### config.mk
export PLATFORM = sky130hd
export DESIGN_NAME = lamport_slot_admission_node_top
export DESIGN_NICKNAME = d
export VERILOG_FILES = /design/src/rtl/lsan_pkg.sv /design/src/rtl/lsan_state.sv /design/src/rtl/lsan_scan.sv /design/src/rtl/lamport_slot_admission_node_top.sv
export SDC_FILE = /design/constraint.sdc
export NUM_CORES = 1
export LEC_CHECK = 0
export ABC_CLOCK_PERIOD_IN_PS = 5860
export BUFFER_PORTS_ARGS = -buffer_cell sky130_fd_sc_hd__buf_2
export CAP_MARGIN = 10
export CORE_ASPECT_RATIO = 1.75
export CORE_MARGIN = 2
export CORE_UTILIZATION = 25
export CTS_BUF_LIST = sky130_fd_sc_hd__clkbuf_8
export CTS_CLUSTER_DIAMETER = 60
export DETAILED_ROUTE_END_ITERATION = 16
export PLACE_DENSITY = 0.4
export SYNTH_ARGS = -nofsm -noshare
export SYNTH_HDL_FRONTEND = slang
export SYNTH_SLANG_ARGS = --single-unit
### constraint.sdc
create_clock -name clock -period 5.86 [get_ports clock]
set_input_delay 0.293 -clock clock [delete_from_list [all_inputs] [get_ports clock]]
set_output_delay 0.293 -clock clock [all_outputs]
set_load 0.05 [all_outputs]
### src/rtl/lsan_pkg.sv
// Shared types and constants for the Lamport slot admission node.
// Holds table sizes, field widths, message kinds and the structs passed between modules.
// No dependencies.
`timescale 1ns / 1ps

package lsan_pkg;

   // table sizes and clock width
   localparam int NUM_PEERS    = 8;
   localparam int NUM_PARTNERS = 16;
   localparam int CLOCK_WIDTH  = 32;

   // fixed field widths of the item and result beats
   localparam int KIND_W      = 3;
   localparam int PEER_ID_W   = 3;
   localparam int PART_FLD_W  = 4;
   localparam int MSG_CLOCK_W = 32;
   localparam int SLOT_W      = 4;
   localparam int OWN_ID_W    = 3;
   localparam int TOTAL_W     = 4;
   localparam int OCC_OUT_W   = 7;
   localparam int OCC_OUT_MAX = 127;

   // derived index and accumulator widths
   localparam int PEER_IDX_W = (NUM_PEERS > 1) ? $clog2(NUM_PEERS) : 1;
   localparam int PART_IDX_W = (NUM_PARTNERS > 1) ? $clog2(NUM_PARTNERS) : 1;
   localparam int SCAN_LEN   = (NUM_PEERS > NUM_PARTNERS) ? NUM_PEERS : NUM_PARTNERS;
   localparam int SCAN_W     = $clog2(SCAN_LEN);
   localparam int OCC_W      = $clog2(NUM_PEERS * ((1 << SLOT_W) - 1) + 1);
   localparam int OCC_SUM_W  = OCC_W + 1;

   // offer priorities
   localparam int              PRIO_W   = 8;
   localparam logic [PRIO_W-1:0] PRIO_MAX = '1;

   localparam logic [TOTAL_W-1:0] RESET_TOTAL_SLOTS = 4'd10;

   typedef enum logic [KIND_W-1:0] {
      KIND_PEER_REQ     = 3'd0,
      KIND_PEER_REL     = 3'd1,
      KIND_OFFER        = 3'd2,
      KIND_PARTNER_ACK  = 3'd3,
      KIND_PEER_ACK     = 3'd4,
      KIND_OWN_REQ      = 3'd5,
      KIND_OWN_REL      = 3'd6,
      KIND_ASK_PARTNER  = 3'd7
   } kind_type;

   typedef enum logic [0:0] {
      REG_TOTAL_SLOTS = 1'b0,
      REG_OWN_ID      = 1'b1
   } csr_reg_type;

   typedef struct packed {
      kind_type                kind;
      logic [PEER_ID_W-1:0]    peer_id;
      logic [PART_FLD_W-1:0]   partner_index;
      logic [MSG_CLOCK_W-1:0]  msg_clock;
      logic [SLOT_W-1:0]       slot_count;
   } item_type;

   typedef struct packed {
      logic                    active;
      logic                    acked;
      logic [CLOCK_WIDTH-1:0]  stamp;
      logic [SLOT_W-1:0]       slots;
   } peer_entry_type;

   typedef struct packed {
      logic                    pending;
      logic [PRIO_W-1:0]       prio;
   } part_entry_type;

   typedef struct packed {
      logic [CLOCK_WIDTH-1:0]  lamport;
      logic                    ack;
      logic                    pair_valid;
      logic [PART_IDX_W-1:0]   pair_index;
      logic                    own_active;
      logic [CLOCK_WIDTH-1:0]  own_stamp;
      logic [SLOT_W-1:0]       own_slots;
   } node_view_type;

   typedef struct packed {
      logic                    best_valid;
      logic [PART_IDX_W-1:0]   best_index;
      logic                    all_acks_in;
      logic                    admit;
      logic [OCC_OUT_W-1:0]    occupied;
   } scan_result_type;

endpackage

### src/rtl/lsan_state.sv
// Node state of the Lamport slot admission node: clock, peer and partner tables,
// pairing and own request, updated once per accepted item. Uses lsan_pkg.
`timescale 1ns / 1ps

module lsan_state (
   input  logic                               clock,
   input  logic                               reset,
   input  logic                               apply,
   input  lsan_pkg::item_type                 item,
   input  logic [lsan_pkg::OWN_ID_W-1:0]      own_id,
   input  logic [lsan_pkg::PEER_IDX_W-1:0]    peer_sel,
   input  logic [lsan_pkg::PART_IDX_W-1:0]    part_sel,
   output lsan_pkg::peer_entry_type           peer_rd,
   output lsan_pkg::part_entry_type           part_rd,
   output lsan_pkg::node_view_type            node
);
   import lsan_pkg::*;

   logic [CLOCK_WIDTH-1:0] lamport_ff, lamport_in;
   logic                   peer_active_ff [NUM_PEERS];
   logic                   peer_active_in [NUM_PEERS];
   logic                   peer_acked_ff  [NUM_PEERS];
   logic                   peer_acked_in  [NUM_PEERS];
   logic [CLOCK_WIDTH-1:0] peer_stamp_ff  [NUM_PEERS];
   logic [CLOCK_WIDTH-1:0] peer_stamp_in  [NUM_PEERS];
   logic [SLOT_W-1:0]      peer_slots_ff  [NUM_PEERS];
   logic [SLOT_W-1:0]      peer_slots_in  [NUM_PEERS];
   logic [NUM_PARTNERS-1:0] offer_pending_ff, offer_pending_in;
   logic [PRIO_W-1:0]      offer_prio_ff [NUM_PARTNERS];
   logic [PRIO_W-1:0]      offer_prio_in [NUM_PARTNERS];
   logic                   pair_valid_ff, pair_valid_in;
   logic [PART_IDX_W-1:0]  pair_index_ff, pair_index_in;
   logic                   own_active_ff, own_active_in;
   logic [CLOCK_WIDTH-1:0] own_stamp_ff, own_stamp_in;
   logic [SLOT_W-1:0]      own_slots_ff, own_slots_in;
   logic                   ack_ff, ack_in;

   logic [CLOCK_WIDTH-1:0] msg_clk;
   logic [CLOCK_WIDTH-1:0] recv_base;
   logic [CLOCK_WIDTH-1:0] send_clk;
   logic [CLOCK_WIDTH-1:0] clk_base;
   logic [1:0]             clk_step;
   logic                   peer_ok;
   logic                   part_ok;
   logic [PEER_IDX_W-1:0]  pid;
   logic [PART_IDX_W-1:0]  pix;

   // decode the beat and work out the next state
   always_comb begin
      msg_clk   = CLOCK_WIDTH'(item.msg_clock);
      recv_base = (msg_clk > lamport_ff) ? msg_clk : lamport_ff;
      send_clk  = lamport_ff + CLOCK_WIDTH'(1);
      peer_ok   = (32'(item.peer_id) < NUM_PEERS) && (item.peer_id != own_id);
      part_ok   = 32'(item.partner_index) < NUM_PARTNERS;
      pid       = PEER_IDX_W'(item.peer_id);
      pix       = PART_IDX_W'(item.partner_index);

      peer_active_in   = peer_active_ff;
      peer_acked_in    = peer_acked_ff;
      peer_stamp_in    = peer_stamp_ff;
      peer_slots_in    = peer_slots_ff;
      offer_pending_in = offer_pending_ff;
      offer_prio_in    = offer_prio_ff;
      pair_valid_in    = pair_valid_ff;
      pair_index_in    = pair_index_ff;
      own_active_in    = own_active_ff;
      own_stamp_in     = own_stamp_ff;
      own_slots_in     = own_slots_ff;
      ack_in           = ack_ff;
      clk_base         = lamport_ff;
      clk_step         = 2'd0;

      if (apply) begin
         ack_in = 1'b0;
         unique case (item.kind)
            KIND_PEER_REQ: begin
               clk_base = recv_base;
               clk_step = peer_ok ? 2'd2 : 2'd1;
               if (part_ok) begin
                  offer_pending_in[pix] = 1'b0;
               end
               if (peer_ok) begin
                  peer_active_in[pid] = 1'b1;
                  peer_stamp_in[pid]  = msg_clk;
                  peer_slots_in[pid]  = item.slot_count;
                  ack_in              = 1'b1;
               end
            end
            KIND_PEER_REL: begin
               clk_base = recv_base;
               clk_step = 2'd1;
               if (peer_ok) begin
                  peer_active_in[pid] = 1'b0;
               end
            end
            KIND_OFFER: begin
               clk_base = recv_base;
               clk_step = 2'd1;
               if (part_ok) begin
                  offer_pending_in[pix] = 1'b1;
               end
            end
            KIND_PARTNER_ACK: begin
               clk_base = recv_base;
               clk_step = 2'd1;
               if (part_ok) begin
                  offer_pending_in[pix] = 1'b0;
                  // age every other offer, saturating
                  for (int g = 0; g < NUM_PARTNERS; g++) begin
                     if (PART_IDX_W'(g) == pix) begin
                        offer_prio_in[g] = '0;
                     end else if (offer_prio_ff[g] != PRIO_MAX) begin
                        offer_prio_in[g] = offer_prio_ff[g] + PRIO_W'(1);
                     end
                  end
                  pair_valid_in = 1'b1;
                  pair_index_in = pix;
               end
            end
            KIND_PEER_ACK: begin
               clk_base = recv_base;
               clk_step = 2'd1;
               if (peer_ok) begin
                  peer_acked_in[pid] = 1'b1;
               end
            end
            KIND_OWN_REQ: begin
               clk_step      = 2'd1;
               own_stamp_in  = send_clk;
               own_slots_in  = item.slot_count;
               own_active_in = 1'b1;
               for (int i = 0; i < NUM_PEERS; i++) begin
                  peer_acked_in[i] = 1'b0;
               end
            end
            KIND_OWN_REL: begin
               clk_step      = 2'd1;
               own_active_in = 1'b0;
               pair_valid_in = 1'b0;
            end
            KIND_ASK_PARTNER: begin
               clk_step = (|offer_pending_ff) ? 2'd1 : 2'd0;
            end
            default: begin
               clk_step = 2'd0;
            end
         endcase
      end

      lamport_in = clk_base + CLOCK_WIDTH'(clk_step);
   end

   // hold control state
   always_ff @(posedge clock) begin
      if (reset) begin
         lamport_ff       <= '0;
         offer_pending_ff <= '0;
         pair_valid_ff    <= 1'b0;
         pair_index_ff    <= '0;
         own_active_ff    <= 1'b0;
         own_stamp_ff     <= '0;
         own_slots_ff     <= '0;
         ack_ff           <= 1'b0;
         for (int i = 0; i < NUM_PEERS; i++) begin
            peer_active_ff[i] <= 1'b0;
            peer_acked_ff[i]  <= 1'b0;
         end
         for (int g = 0; g < NUM_PARTNERS; g++) begin
            offer_prio_ff[g] <= '0;
         end
      end else begin
         lamport_ff       <= lamport_in;
         offer_pending_ff <= offer_pending_in;
         pair_valid_ff    <= pair_valid_in;
         pair_index_ff    <= pair_index_in;
         own_active_ff    <= own_active_in;
         own_stamp_ff     <= own_stamp_in;
         own_slots_ff     <= own_slots_in;
         ack_ff           <= ack_in;
         peer_active_ff   <= peer_active_in;
         peer_acked_ff    <= peer_acked_in;
         offer_prio_ff    <= offer_prio_in;
      end
   end

   // peer request payload, only read for active peers
   always_ff @(posedge clock) begin
      peer_stamp_ff <= peer_stamp_in;
      peer_slots_ff <= peer_slots_in;
   end

   // table read ports for the scan
   always_comb begin
      peer_rd.active  = peer_active_ff[peer_sel];
      peer_rd.acked   = peer_acked_ff[peer_sel];
      peer_rd.stamp   = peer_stamp_ff[peer_sel];
      peer_rd.slots   = peer_slots_ff[peer_sel];
      part_rd.pending = offer_pending_ff[part_sel];
      part_rd.prio    = offer_prio_ff[part_sel];
   end

   assign node.lamport    = lamport_ff;
   assign node.ack        = ack_ff;
   assign node.pair_valid = pair_valid_ff;
   assign node.pair_index = pair_index_ff;
   assign node.own_active = own_active_ff;
   assign node.own_stamp  = own_stamp_ff;
   assign node.own_slots  = own_slots_ff;

endmodule

### src/rtl/lsan_scan.sv
// Iterative table scan of the Lamport slot admission node: one stamp comparator and
// one accumulator step per cycle over the peer and partner tables. Uses lsan_pkg.
`timescale 1ns / 1ps

module lsan_scan (
   input  logic                               clock,
   input  logic                               reset,
   input  logic                               start,
   input  logic [lsan_pkg::OWN_ID_W-1:0]      own_id,
   input  logic [lsan_pkg::TOTAL_W-1:0]       total_slots,
   input  lsan_pkg::node_view_type            node,
   input  lsan_pkg::peer_entry_type           peer_rd,
   input  lsan_pkg::part_entry_type           part_rd,
   output logic [lsan_pkg::PEER_IDX_W-1:0]    peer_sel,
   output logic [lsan_pkg::PART_IDX_W-1:0]    part_sel,
   output logic                               done,
   output lsan_pkg::scan_result_type          result
);
   import lsan_pkg::*;

   logic                  busy_ff, busy_in;
   logic [SCAN_W-1:0]     cnt_ff, cnt_in;
   logic                  acks_ff, acks_in;
   logic [OCC_W-1:0]      occ_ff, occ_in;
   logic                  bvalid_ff, bvalid_in;
   logic [PART_IDX_W-1:0] bidx_ff, bidx_in;
   logic [PRIO_W-1:0]     bprio_ff, bprio_in;

   logic                  peer_here;
   logic                  part_here;
   logic                  not_self;
   logic                  older;
   logic                  last;
   logic                  acks_eff;
   logic [OCC_W-1:0]      occ_eff;

   // one step of the scan
   always_comb begin
      peer_here = 32'(cnt_ff) < NUM_PEERS;
      part_here = 32'(cnt_ff) < NUM_PARTNERS;
      peer_sel  = peer_here ? PEER_IDX_W'(cnt_ff) : '0;
      part_sel  = part_here ? PART_IDX_W'(cnt_ff) : '0;
      not_self  = 32'(cnt_ff) != 32'(own_id);
      // older: lower stamp, or equal stamp with lower id
      older     = (peer_rd.stamp < node.own_stamp) ||
                  ((peer_rd.stamp == node.own_stamp) && (32'(cnt_ff) < 32'(own_id)));
      last      = cnt_ff == SCAN_W'(SCAN_LEN - 1);
      done      = busy_ff && last;

      busy_in   = busy_ff;
      cnt_in    = cnt_ff;
      acks_in   = acks_ff;
      occ_in    = occ_ff;
      bvalid_in = bvalid_ff;
      bidx_in   = bidx_ff;
      bprio_in  = bprio_ff;

      if (start) begin
         busy_in   = 1'b1;
         cnt_in    = '0;
         acks_in   = 1'b1;
         occ_in    = '0;
         bvalid_in = 1'b0;
         bidx_in   = '0;
         bprio_in  = '0;
      end else if (busy_ff) begin
         cnt_in  = cnt_ff + SCAN_W'(1);
         busy_in = !last;
         if (peer_here && not_self) begin
            if (!peer_rd.acked) begin
               acks_in = 1'b0;
            end
            if (peer_rd.active && older) begin
               occ_in = occ_ff + OCC_W'(peer_rd.slots);
            end
         end
         // strictly higher priority wins, so ties keep the lower index
         if (part_here && part_rd.pending && (!bvalid_ff || (part_rd.prio > bprio_ff))) begin
            bvalid_in = 1'b1;
            bidx_in   = part_sel;
            bprio_in  = part_rd.prio;
         end
      end
   end

   // advance the sequencer
   always_ff @(posedge clock) begin
      if (reset) begin
         busy_ff <= 1'b0;
         cnt_ff  <= '0;
      end else begin
         busy_ff <= busy_in;
         cnt_ff  <= cnt_in;
      end
   end

   // accumulators, cleared on start
   always_ff @(posedge clock) begin
      acks_ff   <= acks_in;
      occ_ff    <= occ_in;
      bvalid_ff <= bvalid_in;
      bidx_ff   <= bidx_in;
      bprio_ff  <= bprio_in;
   end

   // final admission decision
   always_comb begin
      acks_eff           = node.own_active && acks_ff;
      occ_eff            = node.own_active ? occ_ff : '0;
      result.best_valid  = bvalid_ff;
      result.best_index  = bidx_ff;
      result.all_acks_in = acks_eff;
      result.admit       = acks_eff &&
                           ((OCC_SUM_W'(occ_eff) + OCC_SUM_W'(node.own_slots)) <=
                            OCC_SUM_W'(total_slots));
      result.occupied    = (32'(occ_eff) > OCC_OUT_MAX) ? OCC_OUT_W'(OCC_OUT_MAX)
                                                        : OCC_OUT_W'(occ_eff);
   end

endmodule

### src/rtl/lamport_slot_admission_node_top.sv
// Top level of the Lamport slot admission node: register port, sequencer and result register.
// Instantiates lsan_state and lsan_scan; uses lsan_pkg.
//
// Usage:
//   req_* carries one message or own action per beat (valid/ready). The node applies the
//   beat to its Lamport clock and tables at the accepting edge, then scans the peer and
//   partner tables with one stamp comparator and one priority comparator, one entry a cycle.
//   rsp_* carries exactly one result beat per request beat, in order.
//   The result beat is loaded into the result register after the scan has stepped through
//   every entry of the longer table, the partner table; the node takes no new item
//   before its previous item has been loaded into the result register.
//   req_ready is high only while no item is being worked on; an item may be accepted
//   while the previous result still waits on rsp_ready.
//   When the receiver stalls, the result is held unchanged and a finished scan waits
//   until the result register is free.
//   The register port (psel/penable/pwrite, always ready) holds total_slots at 0x0 and
//   own_id at 0x4; write it only while the node is idle.
//   Reset clears the clock, the peer and offer flags, the priorities, the pairing and the own
//   request, and sets total_slots to 10 and own_id to 0; no clearing pass is needed.
`timescale 1ns / 1ps

module lamport_slot_admission_node_top (
   input  logic                               clock,
   input  logic                               reset,
   // request beats
   input  logic                               req_valid,
   output logic                               req_ready,
   input  logic [lsan_pkg::KIND_W-1:0]        req_kind,
   input  logic [lsan_pkg::PEER_ID_W-1:0]     req_peer_id,
   input  logic [lsan_pkg::PART_FLD_W-1:0]    req_partner_index,
   input  logic [lsan_pkg::MSG_CLOCK_W-1:0]   req_msg_clock,
   input  logic [lsan_pkg::SLOT_W-1:0]        req_slot_count,
   // result beats
   output logic                               rsp_valid,
   input  logic                               rsp_ready,
   output logic [lsan_pkg::MSG_CLOCK_W-1:0]   rsp_clock_now,
   output logic                               rsp_send_ack,
   output logic [lsan_pkg::PART_FLD_W-1:0]    rsp_best_partner,
   output logic                               rsp_best_valid,
   output logic [lsan_pkg::PART_FLD_W-1:0]    rsp_paired_partner,
   output logic                               rsp_paired_valid,
   output logic                               rsp_all_acks_in,
   output logic                               rsp_admit,
   output logic [lsan_pkg::OCC_OUT_W-1:0]     rsp_occupied_slots,
   // register port
   input  logic                               psel,
   input  logic                               penable,
   input  logic                               pwrite,
   input  logic [2:0]                         paddr,
   input  logic [31:0]                        pwdata,
   output logic [31:0]                        prdata,
   output logic                               pready
);
   import lsan_pkg::*;

   typedef enum logic [1:0] {
      ST_IDLE,
      ST_SCAN,
      ST_OUT
   } state_type;

   state_type               state_ff, state_in;
   logic                    rsp_valid_ff, rsp_valid_in;
   logic [MSG_CLOCK_W-1:0]  clock_now_ff;
   logic                    send_ack_ff;
   logic [PART_FLD_W-1:0]   best_partner_ff;
   logic                    best_valid_ff;
   logic [PART_FLD_W-1:0]   paired_partner_ff;
   logic                    paired_valid_ff;
   logic                    all_acks_ff;
   logic                    admit_ff;
   logic [OCC_OUT_W-1:0]    occupied_ff;

   logic [TOTAL_W-1:0]      total_slots_ff, total_slots_in;
   logic [OWN_ID_W-1:0]     own_id_ff, own_id_in;

   logic                    req_take;
   logic                    load;
   logic                    csr_write;
   csr_reg_type             csr_reg;
   item_type                item;
   peer_entry_type          peer_rd;
   part_entry_type          part_rd;
   node_view_type           node;
   scan_result_type         result;
   logic [PEER_IDX_W-1:0]   peer_sel;
   logic [PART_IDX_W-1:0]   part_sel;
   logic                    scan_done;

   // register port decode
   always_comb begin
      csr_reg        = csr_reg_type'(paddr[2]);
      csr_write      = psel && penable && pwrite;
      total_slots_in = total_slots_ff;
      own_id_in      = own_id_ff;
      unique case (csr_reg)
         REG_TOTAL_SLOTS: begin
            prdata = 32'(total_slots_ff);
            if (csr_write) begin
               total_slots_in = pwdata[TOTAL_W-1:0];
            end
         end
         REG_OWN_ID: begin
            prdata = 32'(own_id_ff);
            if (csr_write) begin
               own_id_in = pwdata[OWN_ID_W-1:0];
            end
         end
         default: begin
            prdata = '0;
         end
      endcase
   end

   assign pready = 1'b1;

   always_ff @(posedge clock) begin
      if (reset) begin
         total_slots_ff <= RESET_TOTAL_SLOTS;
         own_id_ff      <= '0;
      end else begin
         total_slots_ff <= total_slots_in;
         own_id_ff      <= own_id_in;
      end
   end

   // request beat
   assign req_ready          = state_ff == ST_IDLE;
   assign req_take           = req_valid && req_ready;
   assign item.kind          = kind_type'(req_kind);
   assign item.peer_id       = req_peer_id;
   assign item.partner_index = req_partner_index;
   assign item.msg_clock     = req_msg_clock;
   assign item.slot_count    = req_slot_count;

   lsan_state u_state (
      .clock    (clock),
      .reset    (reset),
      .apply    (req_take),
      .item     (item),
      .own_id   (own_id_ff),
      .peer_sel (peer_sel),
      .part_sel (part_sel),
      .peer_rd  (peer_rd),
      .part_rd  (part_rd),
      .node     (node)
   );

   lsan_scan u_scan (
      .clock       (clock),
      .reset       (reset),
      .start       (req_take),
      .own_id      (own_id_ff),
      .total_slots (total_slots_ff),
      .node        (node),
      .peer_rd     (peer_rd),
      .part_rd     (part_rd),
      .peer_sel    (peer_sel),
      .part_sel    (part_sel),
      .done        (scan_done),
      .result      (result)
   );

   // sequencer: scan, then wait for a free result register
   always_comb begin
      state_in     = state_ff;
      rsp_valid_in = rsp_valid_ff && !rsp_ready;
      load         = 1'b0;
      unique case (state_ff)
         ST_IDLE: begin
            if (req_take) begin
               state_in = ST_SCAN;
            end
         end
         ST_SCAN: begin
            if (scan_done) begin
               state_in = ST_OUT;
            end
         end
         ST_OUT: begin
            if (!rsp_valid_ff || rsp_ready) begin
               load         = 1'b1;
               rsp_valid_in = 1'b1;
               state_in     = ST_IDLE;
            end
         end
         default: begin
            state_in = ST_IDLE;
         end
      endcase
   end

   // hold state and the result beat
   always_ff @(posedge clock) begin
      if (reset) begin
         state_ff     <= ST_IDLE;
         rsp_valid_ff <= 1'b0;
      end else begin
         state_ff     <= state_in;
         rsp_valid_ff <= rsp_valid_in;
         if (load) begin
            clock_now_ff      <= MSG_CLOCK_W'(node.lamport);
            send_ack_ff       <= node.ack;
            best_valid_ff     <= result.best_valid;
            best_partner_ff   <= result.best_valid ? PART_FLD_W'(result.best_index) : '0;
            paired_valid_ff   <= node.pair_valid;
            paired_partner_ff <= node.pair_valid ? PART_FLD_W'(node.pair_index) : '0;
            all_acks_ff       <= result.all_acks_in;
            admit_ff          <= result.admit;
            occupied_ff       <= result.occupied;
         end
      end
   end

   assign rsp_valid          = rsp_valid_ff;
   assign rsp_clock_now      = clock_now_ff;
   assign rsp_send_ack       = send_ack_ff;
   assign rsp_best_partner   = best_partner_ff;
   assign rsp_best_valid     = best_valid_ff;
   assign rsp_paired_partner = paired_partner_ff;
   assign rsp_paired_valid   = paired_valid_ff;
   assign rsp_all_acks_in    = all_acks_ff;
   assign rsp_admit          = admit_ff;
   assign rsp_occupied_slots = occupied_ff;

endmodule

==> qor.yml, run 1 <==
timing:
  max_freq_mhz: 202
  fin_worst_skew_ps: 78.4
  hold_viol_final: 0
  rsz0062_at_grt: "false"
  relSlewSlack_pct: 20.2
  fin_hold_ws_ps: 70.8
  drv_slew: 0
  tns_ps: 0
  setup_viol: 0
  fin_crit_ps: 4940
  worst_pin_slew_ps: 1190
  fin_crit_sh_pct: 84.4
clocking:
  clockBufferDepth: 3
  htreeDepth: 3
  clock-sinks: 611
  hold_buffers: 55
  post_cts_resized: 0
  postCtsSetupBuffers: 0
  insertion_delay_ps: 820
  cts_root_buffer: "clkbuf_8"
  cts_buffers: 102
  cts_tree: "done"
  clk_pin_slew_ps: 70
finish:
  area_growth_pct: 17.3
  layout.nets: 2980
  final_area_um2: 34200
  drive_above_1_share_pct: 16.1
  fill_cells: 11900
pwr:
  p_leak_nw: 11.6
  finalPower_w: 0.00911
  p_per_area_nw_per_um2: 267
  peakVddDrop_mv: 0.145
die:
  fp.dieW_um: 262
  ios: 175
  die_y_um: 456
  die_area_um2: 119000
  core-area_um2: 116000
  initial_core_util_pct: 25.2
  core.rowCount: 165
synth:
  netlist_area_um2: 29100
  synthTopCellsByArea: "edfxtp_1 35%, dfxtp_1 19%, mux4_2 6.6%"
  synth-seq-cells: 611
  yosysSeqAreaShare_pct: 53.7
  synthCells: 2556
  synth_edf_count: 340
  ys_types: 82
  synth_top_area_share_pct: 35.0
  synth_top_area_cell: "edfxtp_1"
  synth_area_per_cell_um2: 11.4
  ys.flop_type: "edfxtp_1"
  yosys_warnings: 0
  yosysMostFrequentCell: "edfxtp_1"
  synth_commonest_cells: "340 x edfxtp_1, 271 x dfxtp_1, 240 x nor2_1"
  synthArstFlopShare_pct: 0
place:
  portBuffers: 115
  gp_congestion: 0.838
  place_area_um2: 31600
  dp_hpwl_um: 73000
global_route:
  grt_max_degree: 80
  gr-total-overflow: 0
  antenna_found_initial: 4
  grt_pass1_vias: 22000
  grt_usage_pct: 16.6
  grt_pass1_wl_um: 144000
worst_setup_path:
  worstReg2RegStart: "u_scan.part_sel[2]$_SDFFE_PP0P_"
  critPathMaxFanout: 23
  ff2ff_path_depth: 11
  crit_required_ps: 6510
  endpoint_kind: "register"
  critical-path-top-delay-family: "simple AND/OR/NAND/NOR gates"
  slowest_stage: "nor2b_4"
  endpoint: "u_scan.occ_ff[6]$_SDFFE_PP0P_"
  r2r-end: "u_scan.occ_ff[6]$_SDFFE_PP0P_"
  path_depth: 11
  crit_path_start_kind: "register"
  crit_type: "reg2reg"
  crit_path_max_incr_delay_ps: 910
  critPathLaunch: "u_scan.part_sel[2]$_SDFFE_PP0P_"
  reg2reg_slack_ps: 920
  path_cells: "nor2b_4 -> mux4_2 -> nand2_1 -> o21ai_0 -> ha_1 -> nand4_1 -> nor4_1 -> o221ai_1 -> a41oi_1 -> or4_1 -> a21oi_1"
  cp.buffers_inverters: 0
  arrival_ps: 5600
route:
  routed_wl_um: 99200
  vias: 20800
  drtAntennaViolNets: 0
  drc: 0
  viasPerCell: 4.74
  firstDrtPassIters: 7
  drt_iter0_markers: 1147
  wl_per_cell_um: 22.7
hold_path:
  min_path_type: "in2reg"
  min_path_cells: 2
status:
  outcome: "finished, final reports clean"
run:
  drv_cap: 0
-- per-layer routing --
layer | global-route usage [%] | up-vias | wire, µm
li1 | - | 9865 | -
met1 | 15.3 | 10300 | 33000
met2 | 34.0 | 452 | 58000
met3 | 2.49 | 175 | 3440
met4 | 8.21 | 4 | 4760
met5 | 0 | - | 27
-- sequential cells by signal (all words and copies together) (netlist names), 7 cells and up, named ones only --
signal and cells:
u_state.offer_prio_ff 128, u_state.own_stamp_ff 32, u_state.lamport_ff 32, u_scan.occ_ff 7
rsp_clock_now 32, u_state.peer_acked_ff 8, u_state.peer_slots_ff 32, u_scan.bprio_ff 8
rsp_occupied_slots 7, u_state.peer_stamp_ff 256
-- cell usage in the layout (no fill, tap or decap), drive strengths merged, types with 51 or more instances in the layout --
cell type	Yosys	routed
nand4	68	68
clkbuf	68	116
mux2i	69	69
xnor2	74	74
dlygate4sd3	0	55
nand2	235	235
ha	107	107
o21ai	98	98
edfxtp	340	340
nor2	243	243
a211oi	69	69
nor3	51	51
dfxtp	271	271
buf	72	180
nand3	96	96
xor2	85	85
a21oi	118	118
mux4	85	85
inv	93	125
-- stage by stage --
step,cells,worst slack [ps],util (%)
4_1_cts,4372,707,29.6
3_3_place_gp,4126,788,27.3
5_1_grt,4373,629,29.6
2_1_floorplan,2583,818,-
3_5_place_dp,4126,780,27.3
6_report,4374,915,29.6
-- power by group --
part | internal [W] | switching, W | leakage, nW
Sequential | 0.00456 | 0.0000547 | 5.26
Combinational | 0.000232 | 0.000460 | 5.15
Clock | 0.00192 | 0.00189 | 1.16
-- logic make-up after synthesis --
| family | count (synthesis) | share of synthesized area (%) |
|---|---|---|
| compound gates | 406 | 9.22 |
| buf+inv | 233 | 3.59 |
| fa+ha+maj | 110 | 4.80 |
| xor+xnor | 159 | 4.78 |
| mux | 161 | 9.21 |
| flops | 611 | 53.7 |
| other cells | 2 | 0.0258 |
| simple gates | 874 | 14.7 |
-- cell type report --
cell class	instances	area [µm²]	area share (%)
antenna	2	5.00	0.0146
clock buffer	116	1600	4.67
clock inverter	75	419	1.23
inverter	93	349	1.02
multi-input combinational	1739	12700	37.0
sequential	611	15600	45.8
tap	1503	1880	5.50
timing repair buffer	235	1620	4.74
-- worst min path at each step --
stage	start	endpoint	slack, ps
after floorplan	req_slot_count[0]	u_state.peer_slots_ff[0]$_DFFE_PP_	390
after global placement	u_scan.acks_ff$_SDFFE_PP1P_	u_scan.acks_ff$_SDFFE_PP1P_	430
after detailed placement	u_scan.acks_ff$_SDFFE_PP1P_	u_scan.acks_ff$_SDFFE_PP1P_	440
after CTS	penable	total_slots_ff[1]$_SDFFE_PP1P_	1
after global routing	req_msg_clock[5]	u_state.peer_stamp_ff[133]$_DFFE_PP_	30
final	req_msg_clock[4]	u_state.peer_stamp_ff[36]$_DFFE_PP_	70
Power figures use the tool's default switching activity.
==> inputs of run 2 (changes only) <==
ABC_CLOCK_PERIOD_IN_PS = 4200   (was 5860)
clock period = 4.2 ns   (was 5.86 ns; I/O delays follow)
==> qor.yml, run 2 (synthesized netlist as in run 1, its figures left out) <==
status:
  outcome: "finished, final reports clean"  # unchanged
finish:
  fill_cells: 12000  # was 11,900
  final_cell_mix: "340 x edfxtp_1, 268 x dfxtp_1, 235 x nand2_1, 232 x nor2_1, 142 x buf_4"  # was 340 x edfxtp_1, 268 x dfxtp_1, 235 x nand2_1, 233 x nor2_1, 122 x inv_1
  postLayoutCoreUtil_pct: 30.3  # was 29.6%
  largest_reg_flops: 256  # unchanged
  layout.nets: 3075  # was 2,980
  final_common_cell: "edfxtp_1"  # unchanged
  largest_registers: "u_state.peer_stamp_ff: 256 flops, u_state.offer_prio_ff: 128 flops"  # unchanged
  regMostFlops: "u_state.peer_stamp_ff"  # unchanged
  drive_above_1_share_pct: 18.7  # was 16.1%
  area_growth_pct: 20.3  # was 17.3%
timing:
  setup_viol: 0  # unchanged
  drv_slew: 0  # unchanged
  fin_hold_ws_ps: 224  # was 70.8 ps
  relSlewSlack_pct: 30.6  # was 20.2%
  worst_pin_slew_ps: 1040  # was 1190 ps
  tns_ps: 0  # unchanged
  max_freq_mhz: 246  # was 202 MHz
  fin_crit_ps: 4070  # was 4940 ps
  fin_worst_skew_ps: 68.0  # was 78.4 ps
  hold_viol_final: 0  # unchanged
  rsz0062_at_grt: "false"  # unchanged
  fin_crit_sh_pct: 96.8  # was 84.4%
worst_setup_path:
  r2r-end: "u_scan.occ_ff[5]$_SDFFE_PP0P_"  # was u_scan.occ_ff[6]$_SDFFE_PP0P_
  path_cells: "nor2b_4 -> buf_12 -> mux4_2 -> nand2_1 -> o21ai_0 -> ha_1 -> nand4_1 -> nor4_4 -> buf_4 -> o2111ai_1 -> o21ai_0 -> a41oi_1 -> buf_4 -> or4_1 -> a21oi_1"  # was nor2b_4 -> mux4_2 -> nand2_1 -> o21ai_0 -> ha_1 -> nand4_1 -> nor4_1 -> o221ai_1 -> a41oi_1 -> or4_1 -> a21oi_1
  crit_required_ps: 4910  # was 6510 ps
  endpoint_kind: "register"  # unchanged
  crit_path_max_incr_delay_ps: 520  # was 910 ps
  slowest_stage: "mux4_2"  # was nor2b_4
  worstReg2RegStart: "u_scan.part_sel[0]$_SDFFE_PP0P_"  # was u_scan.part_sel[2]$_SDFFE_PP0P_
  crit_path_start_kind: "register"  # unchanged
  crit_type: "reg2reg"  # unchanged
  arrival_ps: 4770  # was 5600 ps
  ff2ff_path_depth: 15  # was 11
  critPathMaxFanout: 18  # was 23
  reg2reg_slack_ps: 130  # was 920 ps
die:
  die_area_um2: 119000  # unchanged
  core.rowCount: 165  # unchanged
  fp.dieW_um: 262  # unchanged
  core-area_um2: 116000  # unchanged
  die_y_um: 456  # unchanged
  initial_core_util_pct: 25.2  # unchanged
  ios: 175  # unchanged
clocking:
  insertion_delay_ps: 820  # about the same
  clockBufferDepth: 3  # unchanged
  clk_pin_slew_ps: 70  # about the same
  htreeDepth: 3  # unchanged
  cts_tree: "done"  # unchanged
  cts_root_buffer: "clkbuf_8"  # unchanged
  cts_buffers: 101  # was 102
  clock-sinks: 611  # unchanged
pwr:
  peakVddDrop_mv: 0.176  # was 0.145 mV
  p_per_area_nw_per_um2: 363  # was 267 nW/µm²
  finalPower_w: 0.0127  # was 0.00911 W
  p_leak_nw: 12.1  # was 11.6 nW
global_route:
  grt_usage_pct: 17.0  # was 16.6%
  grt_pass1_wl_um: 148000  # was 144,000 µm
  grt_max_degree: 77  # was 80
  grt_pass1_vias: 22800  # was 22,000
  gr-total-overflow: 0  # unchanged
  antenna_found_initial: 3  # was 4
place:
  portBuffers: 115  # unchanged
  gp_congestion: 0.857  # was 0.838
  dp_hpwl_um: 73100  # was 73,000 µm
route:
  drc: 0  # unchanged
  wl_per_cell_um: 22.8  # was 22.7 µm
  routed_wl_um: 102000  # was 99,200 µm
  drt_iter0_markers: 1088  # was 1,147
  drtAntennaViolNets: 0  # unchanged
  firstDrtPassIters: 5  # was 7
  vias: 21400  # was 20,800
  viasPerCell: 4.79  # was 4.74
run:
  drv_cap: 0  # unchanged
hold_path:
  min_path_type: "in2reg"  # unchanged
  min-delay-start: "pwdata[1]"  # was req_msg_clock[4]
  min_path_cells: 4  # was 2
  worstHoldEndpoint: "total_slots_ff[1]$_SDFFE_PP1P_"  # was u_state.peer_stamp_ff[36]$_DFFE_PP_
run 2: worst max-delay path by stage:
stage	from	to	slack [ps]	cells past startpoint
2_1_floorplan	state_ff[0]$_SDFFE_PP0P_	u_state.peer_slots_ff[0]$_DFFE_PP_	-110	6
3_3_place_gp	u_scan.part_sel[0]$_SDFFE_PP0P_	u_scan.occ_ff[6]$_SDFFE_PP0P_	-70	14
3_5_place_dp	u_scan.part_sel[0]$_SDFFE_PP0P_	u_scan.occ_ff[6]$_SDFFE_PP0P_	-50	15
4_1_cts	u_scan.part_sel[0]$_SDFFE_PP0P_	u_scan.occ_ff[5]$_SDFFE_PP0P_	9	15
5_1_grt	u_scan.part_sel[0]$_SDFFE_PP0P_	u_scan.occ_ff[6]$_SDFFE_PP0P_	2	15
6_report	u_scan.part_sel[0]$_SDFFE_PP0P_	u_scan.occ_ff[5]$_SDFFE_PP0P_	130	15
run 2: layout make-up:
class / instances / area, µm² / share of cell area (%)
flip-flops and latches: 611 / 15600 / 44.6
diodes: 3 / 7.51 / 0.0214
repair buffers: 331 / 2480 / 7.08
clock inverters: 77 / 380 / 1.09
clock buffers: 115 / 1580 / 4.52
well taps: 1503 / 1880 / 5.37
multi-input cells: 1739 / 12700 / 36.3
inverters: 93 / 349 / 0.996
run 2: per-stage QoR:
stage          area [µm²]  instances  setup WS, ps
3_5_place_dp        32400       4212         -54.9
3_3_place_gp        32400       4212         -71.3
6_report            35000       4472           135
2_1_floorplan       29300       2583          -113
4_1_cts             35000       4468          9.06
5_1_grt             35000       4470          1.93
run 2: critical path: cells and delay by family, from the launching register on:
family | cells | cell delay, ps
AOI/OAI and AO/OA | 5 | 590
adders and majority gates | 1 | 360
DFF | 1 | 380
buffers and inverters | 3 | 590
and+or+nand+nor | 5 | 1470
muxes | 1 | 520
run 2: timing repair:
| action | 4_1_cts | 5_1_grt |
|---|---|---|
| gates resized for setup | 3 | 9 |
| endpoints found under the setup margin | 3 | 9 |
| setup buffers | 0 | 1 |
| pin swaps | 1 | 1 |
| hold buffers | 64 | 0 |
| hold endpoints to repair | 372 | 0 |
run 2: routing by layer:
metal	share of wire (%)	up-vias	GRT usage, %
met5	0	-	0
met4	4.3	0	7.75
met3	3.1	169	2.26
met2	57	436	34.2
met1	35	10700	16.7
li1	-	10100	-
run 2: power by group:
group / switching [W] / internal [W] / leakage, nW / total, W
sequential: 0.0000406 / 0.00636 / 5.26 / 0.00640
combinational: 0.000716 / 0.000388 / 5.68 / 0.00110
clock: 0.00267 / 0.00254 / 1.14 / 0.00520
